`src/rtl/rghw_pkg.sv`:
```
// ----------------------------------------------------------------------------
// Rain gauge hourly window package
// Shared widths, register codes, reset values and the sequencer state type.
// ----------------------------------------------------------------------------
`default_nettype none

package rghw_pkg;

  localparam int COUNT_W = 32;
  localparam int SUM_W   = 38;
  localparam int SLOTS_W = 6;
  localparam int ML_W    = 10;
  localparam int AREA_W  = 14;
  localparam int SCALE_W = 10;
  localparam int P1_W    = SUM_W + ML_W;
  localparam int PROD_W  = P1_W + SCALE_W;
  localparam int STEP_W  = 6;
  localparam int ADDR_W  = 4;
  localparam int DATA_W  = 32;

  localparam logic [SCALE_W-1:0] MILLI_SCALE = 10'd1000;
  localparam logic [STEP_W-1:0]  LAST_STEP   = 6'(PROD_W - 1);

  localparam logic [SLOTS_W-1:0] SLOTS_RESET = 6'd12;
  localparam logic [ML_W-1:0]    ML_RESET    = 10'd5;
  localparam logic [AREA_W-1:0]  AREA_RESET  = 14'd127;

  typedef logic [1:0] rghw_reg_idx_t;
  localparam rghw_reg_idx_t REG_WINDOW_SLOTS        = 2'd0;
  localparam rghw_reg_idx_t REG_MILLILITERS_PER_TIP = 2'd1;
  localparam rghw_reg_idx_t REG_AREA_SQ_CM          = 2'd2;

  typedef enum logic [2:0] {
    ST_IDLE,
    ST_UPDATE,
    ST_MUL1,
    ST_MUL2,
    ST_DIV,
    ST_DONE
  } rghw_state_t;

endpackage

`default_nettype wire

```
`src/rtl/rain_gauge_hourly_window_core.sv`:
```
// ----------------------------------------------------------------------------
// Rain gauge hourly window core
// Forms the tips of each interval from a cumulative counter, keeps them in a
// ring memory over the last hour and reports the window sum and the hourly
// rainfall in hundredths of a millimetre.
// ----------------------------------------------------------------------------
//
//  Channel   Signals                                Direction
//  --------  -------------------------------------  ---------
//  sample    sample_valid, sample_stall,            in
//            count_sample
//  result    result_valid, result_stall,            out
//            interval_events, window_events,
//            rain_hundredths_mm
//  config    psel, penable, pwrite, paddr, pwdata,  APB slave
//            prdata, pready
//
//  Each transaction passes from acceptance to result through one ring
//  memory read-modify-write, a multiply by millilitres per tip, a multiply
//  by 1000 and a restoring divider that retires one quotient bit per cycle.
//  Reset is synchronous; it restores the register defaults and clears the
//  ring through per-slot valid bits, so no clearing pass is needed.
//  A result waiting under stall does not block the next sample transaction;
//  the divider holds its result until the output register is free.
//
`default_nettype none

module rain_gauge_hourly_window_core #(
  parameter int MAX_SLOTS = 64
) (
  input  wire logic                         clk,
  input  wire logic                         rst,

  input  wire logic                         sample_valid,
  output      logic                         sample_stall,
  input  wire logic [rghw_pkg::COUNT_W-1:0] count_sample,

  output      logic                         result_valid,
  input  wire logic                         result_stall,
  output      logic [rghw_pkg::COUNT_W-1:0] interval_events,
  output      logic [rghw_pkg::SUM_W-1:0]   window_events,
  output      logic [rghw_pkg::COUNT_W-1:0] rain_hundredths_mm,

  input  wire logic                         psel,
  input  wire logic                         penable,
  input  wire logic                         pwrite,
  input  wire logic [rghw_pkg::ADDR_W-1:0]  paddr,
  input  wire logic [rghw_pkg::DATA_W-1:0]  pwdata,
  output      logic [rghw_pkg::DATA_W-1:0]  prdata,
  output      logic                         pready
);

  localparam int SLOT_W = (MAX_SLOTS > 1) ? $clog2(MAX_SLOTS) : 1;
  localparam int N_W    = rghw_pkg::SLOTS_W + 1;

  rghw_pkg::rghw_state_t state, state_next;

  logic [rghw_pkg::SLOTS_W-1:0] window_slots;
  logic [rghw_pkg::ML_W-1:0]    milliliters_per_tip;
  logic [rghw_pkg::AREA_W-1:0]  area_sq_cm;

  logic [rghw_pkg::COUNT_W-1:0] previous_sample;
  logic [SLOT_W-1:0]            write_slot;
  logic [rghw_pkg::SUM_W-1:0]   running_sum;
  logic [MAX_SLOTS-1:0]         slot_valid;

  logic [rghw_pkg::COUNT_W-1:0] slot_ring [MAX_SLOTS];
  logic [rghw_pkg::COUNT_W-1:0] ring_q;
  logic                         old_valid;

  logic [rghw_pkg::COUNT_W-1:0] delta;
  logic [rghw_pkg::P1_W-1:0]    prod1;
  logic [rghw_pkg::PROD_W-1:0]  dvd;
  logic [rghw_pkg::AREA_W-1:0]  rem;
  logic [rghw_pkg::AREA_W-1:0]  divisor;
  logic [rghw_pkg::STEP_W-1:0]  step;

  logic                         sample_take;
  logic                         cfg_write;
  rghw_pkg::rghw_reg_idx_t      cfg_idx;
  logic                         load_out;
  logic                         ring_we;

  logic [N_W-1:0]               n_act;
  logic [N_W-1:0]               slot_inc;
  logic [SLOT_W-1:0]            write_slot_next;
  logic [rghw_pkg::COUNT_W-1:0] old_delta;
  logic [rghw_pkg::COUNT_W-1:0] delta_next;
  logic [rghw_pkg::AREA_W:0]    rem_sh;
  logic                         rem_ge;
  logic [rghw_pkg::AREA_W:0]    rem_sub;

  assign sample_take = sample_valid && !sample_stall;
  assign cfg_idx     = rghw_pkg::rghw_reg_idx_t'(paddr[3:2]);
  assign cfg_write   = psel && penable && pwrite && pready;
  assign pready      = 1'b1;

  always_comb begin
    unique case (cfg_idx)
      rghw_pkg::REG_WINDOW_SLOTS:
        prdata = rghw_pkg::DATA_W'(window_slots);
      rghw_pkg::REG_MILLILITERS_PER_TIP:
        prdata = rghw_pkg::DATA_W'(milliliters_per_tip);
      rghw_pkg::REG_AREA_SQ_CM:
        prdata = rghw_pkg::DATA_W'(area_sq_cm);
      default:
        prdata = '0;
    endcase
  end

  always_comb begin
    if (window_slots == '0) begin
      n_act = N_W'(1);
    end else if ({1'b0, window_slots} > N_W'(MAX_SLOTS)) begin
      n_act = N_W'(MAX_SLOTS);
    end else begin
      n_act = {1'b0, window_slots};
    end
    slot_inc        = N_W'(write_slot) + N_W'(1);
    write_slot_next = (slot_inc >= n_act) ? '0 : SLOT_W'(slot_inc);
  end

  assign delta_next = (count_sample < previous_sample) ? count_sample
                                                       : count_sample - previous_sample;
  assign old_delta  = old_valid ? ring_q : '0;

  assign rem_sh  = {rem, dvd[rghw_pkg::PROD_W-1]};
  assign rem_ge  = rem_sh >= {1'b0, divisor};
  assign rem_sub = rem_sh - {1'b0, divisor};

  always_comb begin
    state_next = state;
    unique case (state)
      rghw_pkg::ST_IDLE:   if (sample_take) state_next = rghw_pkg::ST_UPDATE;
      rghw_pkg::ST_UPDATE: state_next = rghw_pkg::ST_MUL1;
      rghw_pkg::ST_MUL1:   state_next = rghw_pkg::ST_MUL2;
      rghw_pkg::ST_MUL2:   state_next = rghw_pkg::ST_DIV;
      rghw_pkg::ST_DIV:    if (step == rghw_pkg::LAST_STEP) state_next = rghw_pkg::ST_DONE;
      rghw_pkg::ST_DONE:   if (load_out) state_next = rghw_pkg::ST_IDLE;
      default:             state_next = rghw_pkg::ST_IDLE;
    endcase
  end

  always_comb begin
    sample_stall = (state != rghw_pkg::ST_IDLE);
    ring_we      = (state == rghw_pkg::ST_UPDATE);
    load_out     = (state == rghw_pkg::ST_DONE) && (!result_valid || !result_stall);
  end

  always_ff @(posedge clk) begin
    if (ring_we) begin
      slot_ring[write_slot] <= delta;
    end
    ring_q    <= slot_ring[write_slot];
    old_valid <= slot_valid[write_slot];
  end

  always_ff @(posedge clk) begin
    if (rst) begin
      state               <= rghw_pkg::ST_IDLE;
      window_slots        <= rghw_pkg::SLOTS_RESET;
      milliliters_per_tip <= rghw_pkg::ML_RESET;
      area_sq_cm          <= rghw_pkg::AREA_RESET;
      previous_sample     <= '0;
      write_slot          <= '0;
      running_sum         <= '0;
      slot_valid          <= '0;
      result_valid        <= 1'b0;
    end else begin
      state <= state_next;
      if (cfg_write) begin
        unique case (cfg_idx)
          rghw_pkg::REG_WINDOW_SLOTS: begin
            window_slots <= pwdata[rghw_pkg::SLOTS_W-1:0];
            write_slot   <= '0;
            running_sum  <= '0;
            slot_valid   <= '0;
          end
          rghw_pkg::REG_MILLILITERS_PER_TIP: begin
            milliliters_per_tip <= pwdata[rghw_pkg::ML_W-1:0];
          end
          rghw_pkg::REG_AREA_SQ_CM: begin
            area_sq_cm <= pwdata[rghw_pkg::AREA_W-1:0];
          end
          default: begin
          end
        endcase
      end
      if (sample_take) begin
        previous_sample <= count_sample;
      end
      if (ring_we) begin
        running_sum            <= running_sum - rghw_pkg::SUM_W'(old_delta)
                                  + rghw_pkg::SUM_W'(delta);
        slot_valid[write_slot] <= 1'b1;
        write_slot             <= write_slot_next;
      end
      if (load_out) begin
        result_valid <= 1'b1;
      end else if (!result_stall) begin
        result_valid <= 1'b0;
      end
    end
  end

  always_ff @(posedge clk) begin
    if (sample_take) begin
      delta <= delta_next;
    end
    if (state == rghw_pkg::ST_MUL1) begin
      prod1 <= rghw_pkg::P1_W'(running_sum) * rghw_pkg::P1_W'(milliliters_per_tip);
    end
    if (state == rghw_pkg::ST_MUL2) begin
      dvd     <= rghw_pkg::PROD_W'(prod1) * rghw_pkg::PROD_W'(rghw_pkg::MILLI_SCALE);
      rem     <= '0;
      step    <= '0;
      divisor <= (area_sq_cm == '0) ? rghw_pkg::AREA_W'(1) : area_sq_cm;
    end
    if (state == rghw_pkg::ST_DIV) begin
      rem  <= rem_ge ? rghw_pkg::AREA_W'(rem_sub) : rghw_pkg::AREA_W'(rem_sh);
      dvd  <= {dvd[rghw_pkg::PROD_W-2:0], rem_ge};
      step <= step + 1'b1;
    end
    if (load_out) begin
      interval_events    <= delta;
      window_events      <= running_sum;
      rain_hundredths_mm <= (|dvd[rghw_pkg::PROD_W-1:rghw_pkg::COUNT_W])
                            ? '1 : dvd[rghw_pkg::COUNT_W-1:0];
    end
  end

endmodule

`default_nettype wire

```
`config.mk`:
```
export PLATFORM = sky130hd
export DESIGN_NAME = rain_gauge_hourly_window_core
export DESIGN_NICKNAME = d
export VERILOG_FILES = /design/src/rtl/rghw_pkg.sv /design/src/rtl/rain_gauge_hourly_window_core.sv
export SDC_FILE = /design/constraint.sdc
export NUM_CORES = 2
export LEC_CHECK = 0
export BUFFER_PORTS_ARGS = -buffer_cell sky130_fd_sc_hd__buf_4
export CAP_MARGIN = 10
export CELL_PAD_IN_SITES_DETAIL_PLACEMENT = 0
export CELL_PAD_IN_SITES_GLOBAL_PLACEMENT = 1
export CORE_MARGIN = 2
export CORE_UTILIZATION = 53
export CTS_BUF_LIST = sky130_fd_sc_hd__clkbuf_16
export DETAILED_ROUTE_END_ITERATION = 12
export PLACE_DENSITY = 0.77
export SLEW_MARGIN = 20
export SYNTH_ARGS = -nofsm -noshare
export SYNTH_HDL_FRONTEND = slang
export SYNTH_SLANG_ARGS = --single-unit
```
`constraint.sdc`:
```
create_clock -name clk -period 8.3 [get_ports clk]
set_input_delay 0.83 -clock clk [delete_from_list [all_inputs] [get_ports clk]]
set_output_delay 0.83 -clock clk [all_outputs]
set_load 0.03 [all_outputs]
```
### After elaboration in Yosys (flattened, before gate mapping)

Memory sizes are Yosys's and may differ from the RTL's. A register that Yosys moved wholly into a read port is not among the register bits.
Cells that the tools add are included.

* multipliers: 2
* reductions and logical operators: 23
* add/subtract/negate cells: 6
* mux-type cells: 35
* equality and inequality tests: 12
* bitwise logic cells: 1
* $lt $le $gt $ge: 6

Operators with widths (number)
* $mux 64: 4
* $mux 58: 2
* $mux 38: 3
* $mux 32: 2
* $or 64x64->64: 1
* $mul 48x7->55 const B: 1
* $mul 38x10->48: 1
* $mux 14: 3
* $pmux 14 s3: 1
* $add 38x32->38: 1
* $sub 38x32->38: 1
* $mux 6: 6
* $lt 32x32->1: 1
* $sub 32x32->32: 1
* $reduce_or 26->1: 1
* $pmux 3 s6: 1
* $ge 15x14->1: 1
* $logic_not 14->1: 1
* $mux 7: 2
* $sub 14x14->14: 1
* $mux 3: 3
* $reduce_and 2->1: 4
* $add 6x1->7 const B: 1
* $ge 7x7->1: 1
* other kinds (24): 41

* bits in writable memories: 2048
* input bits: 75
* memories: 1
* flip-flop bits (word level): 449
* word-level logic and storage cells: 105

Memory list
* slot_ring: depth 64, width 32, rd ports 1, clocked after Yosys merged registers in 1, write ports 1, RTL line rain_gauge_hourly_window_core.sv:67 `logic [rghw_pkg::COUNT_W-1:0] slot_ring [MAX_SLOTS];`

### Depth between registers and ports, before layout

* depth in word-level cells: 6
* gate-level depth with buffers: 26

### Least setup slack after synthesis

OpenSTA, ideal clock, no wires.

* path type: register to register
* start: reg milliliters_per_tip[1] in the netlist's numbering
* end: reg prod1[41] in the netlist's numbering (data pin)
* arrival: 5.803 ns
* data required time: 8.039 ns
* stages on the path, launching flop included: 25
* setup time: 0.261 ns
* setup slack: 2.236 ns
* path buffers: 3
* cell sequence: dfxtp_1 clkbuf_1 clkbuf_1 nand2_1 fa_1 inv_1 fa_1 fa_1 fa_1 inv_1 fa_1 inv_1 ha_1 clkbuf_1 nand4_1 a21oi_1 o21ai_0 a21bo_2 nand4bb_1 o21bai_1 a2111oi_2 o21bai_1 a21boi_0 nor4_1 a311o_1

* longest elaborated chain between the ends: 1

RTL lines
* start: declaration: RTL line rain_gauge_hourly_window_core.sv:59 `logic [rghw_pkg::ML_W-1:0] milliliters_per_tip;`
* start signal: assignment: RTL line rain_gauge_hourly_window_core.sv:162 `milliliters_per_tip <= rghw_pkg::ML_RESET;`
* start signal: assignment: RTL line rain_gauge_hourly_window_core.sv:180 `milliliters_per_tip <= pwdata[rghw_pkg::ML_W-1:0];`
* $mul 38x10->48: RTL line rain_gauge_hourly_window_core.sv:211 `prod1 <= rghw_pkg::P1_W'(running_sum) * rghw_pkg::P1_W'(milliliters_per_tip);`
* end signal: assignment: RTL line rain_gauge_hourly_window_core.sv:211
* end: declaration: RTL line rain_gauge_hourly_window_core.sv:72 `logic [rghw_pkg::P1_W-1:0] prod1;`

No other way between the ends.
A chain may end at the register's enable or synchronous reset.

### Worst setup path in the final report

* start: reg milliliters_per_tip[2] in the netlist's numbering
* end: reg prod1[44] in the netlist's numbering (data pin)

The elaborated chain is that of the path after synthesis.

==> flow_summary.toml <==
[logic_synthesis]
synth-edff-count = 2322
ys_warn_count = 0
syn_inst = 8197
synth-main-ff-cell = "edfxtp_1"
yosysSeqAreaShare = 0.6382
ys_types = 90
synth_seq_cells = 2529
async_flop_share = 0
syn_area_um2 = 115800
syn_avg_cell_area_um2 = 14.12

[placed_design]
io_buffers = 172
post-place-ws_ns = 1.531
hpwlAfterDp_um = 194400
gp_congestion = 0.8795
dp.cells = 10940
place_area_um2 = 120900

[global_routing]
grt_remaining_overflow = 0
grt_pass1_wl_um = 477600
grt_usage = 0.2918
antenna_found_initial = 15
grt_max_degree = 121
grt_pass1_vias = 71590

[cts]
clk_latency_ns = 0.94
holdBufCountCts = 0
path_clk_slew_ns = 0.06
cts_resized = 0
cts_tree = "yes"
htree_levels = 5
cts_buffer_depth = 4
cts.sinks = 2529
postCtsSetupBuffers = 0
cts_buffers = 279
cts-root-buf = "clkbuf_16"

[layout]
final_area_um2 = 129300
drive_above_1_share = 0.1013
fin_cells = 11420
syn_to_final_growth_pct = 11.69
mostFrequentLayoutCells = "edfxtp_1, inv_1, a22oi_1"
final_common_cell = "edfxtp_1"
nNetsFinal = 9238

[timing]
tns_ns = 0
slew_headroom = 0.2373
worstMarginPinSlew_ns = 1.135
rsz0062_at_grt = "false"
setup_violations = 0
drv_slew = 0
fin_crit_sh = 0.8176
report.final.hold_viol_count = 0
min_period_ns = 6.786
setup_ws_ns = 1.514
final.setup_skew_ns = 0.07875
timing.fmax_mhz = 147.4

[drt]
drc_errors = 0
routedWlPerCell_um = 28.59
drtPass1Iterations = 6
postRouteAntennaNets = 0
drtIter0Drc = 8945
routed_wirelength_um = 326600
num_vias = 72070
drt-vias-per-instance = 6.309

[setup_path]
start_kind = "flop"
worstPathRequired_ns = 8.91
crit_arrival_ns = 7.40
crit_fanout = 33
endpoint_kind = "flop"
critical_path_class = "flop to flop"

[job]
drv_cap = 0

[power]
irDropWorstVdd_mv = 0.4338
p_per_area_nw_per_um2 = 355.1
p_leak_nw = 46.58

[die]
rows = 171
fp.dieArea_um2 = 222200
coreArea_um2 = 217200
die_w_um = 471.3
io_pins = 212
die_h_um = 471.3
start_util = 0.5330

[run_status]
outcome = "finished, final reports clean"

[min_path]
hold_path.class = "input port to flop"
## cell type report
type	instances	area (um^2)
clock inverters	189	1095
clock buffers	290	7257
well taps	2854	3571
diodes	4	10.01
inverters	709	2661
repair buffers	357	2859
flip-flops and latches	2529	73870
multi-input cells	4492	37960
fillers	16510	87880
## cell usage after synthesis, types with 7 or more instances
library cell  count  area, um^2
edfxtp_1       2322       69730
inv_1           709        2661
a22oi_1         647        4857
fa_1            502       10050
nand2_1         491        1843
clkbuf_1        370        1389
a21oi_1         355        1777
ha_1            293        3666
nor2_1          278        1044
and2_1          254        1589
a22o_1          218        1909
a221oi_1        215        1883
a31oi_1         209        1308
dfxtp_1         207        4144
o21ai_0         145       725.7
a21o_1          110       825.8
xnor2_1         105       919.6
nand4_1          97       606.8
buf_1            82       307.8
nand3_1          70       350.3
xor2_1           62       543.0
nor4_1           41       256.5
or3_1            39       244.0
nor3_1           30       150.1
mux2_4           27       405.4
nand2b_1         26       162.7
o21bai_1         22       165.2
buf_4            19       142.6
o21a_1           19       142.6
nor2b_1          18       112.6
a211oi_1         15       112.6
nand3b_1         15       112.6
o31ai_1          12       90.09
mux2i_1          11       110.1
nor3b_1          11       82.58
o211ai_1         11       82.58
o21ai_1          11       55.05
and3_1            9       56.30
a211o_1           8       70.07
a21boi_0          8       60.06
and4_1            8       70.07
buf_2             7       35.03
## critical path, cell delays in order (launching register included)
cell	delay, ns
dfxtp_1	0.52
buf_4	0.46
nand2_1	0.14
fa_1	0.54
inv_1	0.05
fa_1	0.48
fa_1	0.51
fa_1	0.49
inv_1	0.05
fa_1	0.48
inv_1	0.04
ha_1	0.37
a21o_1	0.19
a21o_1	0.16
a21oi_1	0.23
o211a_1	0.24
nor4_1	0.11
or2_2	0.34
o21a_1	0.26
o211ai_1	0.40
o21ai_0	0.15
a21oi_1	0.19
xnor2_1	0.08
## per-stage QoR
step	total power, mW	util	hold slack [ns]
floorplan	29.89	-	0.4064
global placement	34.46	0.5567	0.4371
detailed placement	34.68	0.5567	0.4376
CTS	46.11	0.5952	0.1092
global route	48.91	0.5953	0.1373
finish	45.91	0.5953	0.1461
## cells by family after synthesis
| group | after synthesis | synth area share |
|---|---|---|
| flops | 2529 | 0.6382 |
| compound gates | 2068 | 0.1272 |
| simple gates | 1401 | 0.05865 |
| buf+inv | 1193 | 0.03994 |
| fa+ha+maj | 795 | 0.1185 |
| xor+xnor | 167 | 0.01264 |
| mux | 42 | 0.004843 |
| other cells | 2 | 0.00006488 |
## sequential cells by signal, summed over array words and instances, names as in the netlist, 3 cells and up
register,flops
slot_ring,2048
slot_valid,64
dvd,58
prod1,48
running_sum,38
window_events,38
delta,32
interval_events,32
previous_sample,32
rain_hundredths_mm,32
ring_q,32
area_sq_cm,14
divisor,14
rem,14
milliliters_per_tip,10
step,6
window_slots,6
write_slot,6
state,3
## per-layer routing
metal	vias to the layer above	global-route usage	routed length [um]
li1	30980	-	-
met1	36770	0.3906	125800
met2	3664	0.4789	157100
met3	647	0.05688	31720
met4	16	0.1013	11990
met5	-	0	111
## report_power, final
part	switching, mW	internal, mW	leakage, nW
registers	0.677	15.6	22.5
clock network	4.87	6.59	4.37
logic	10.9	7.35	19.7
## path summary, 6_finish.rpt
check                   endpoint                   start  slack (ns)  cells past startpoint
max reg2reg            prod1[44]  milliliters_per_tip[2]        1.51                     22
min          previous_sample[15]        count_sample[15]        0.15                      3
max                    prod1[44]  milliliters_per_tip[2]        1.51                     22
min reg2reg  interval_events[11]               delta[11]        0.45                      0
No activity file was read; power rests on OpenSTA's default activity.
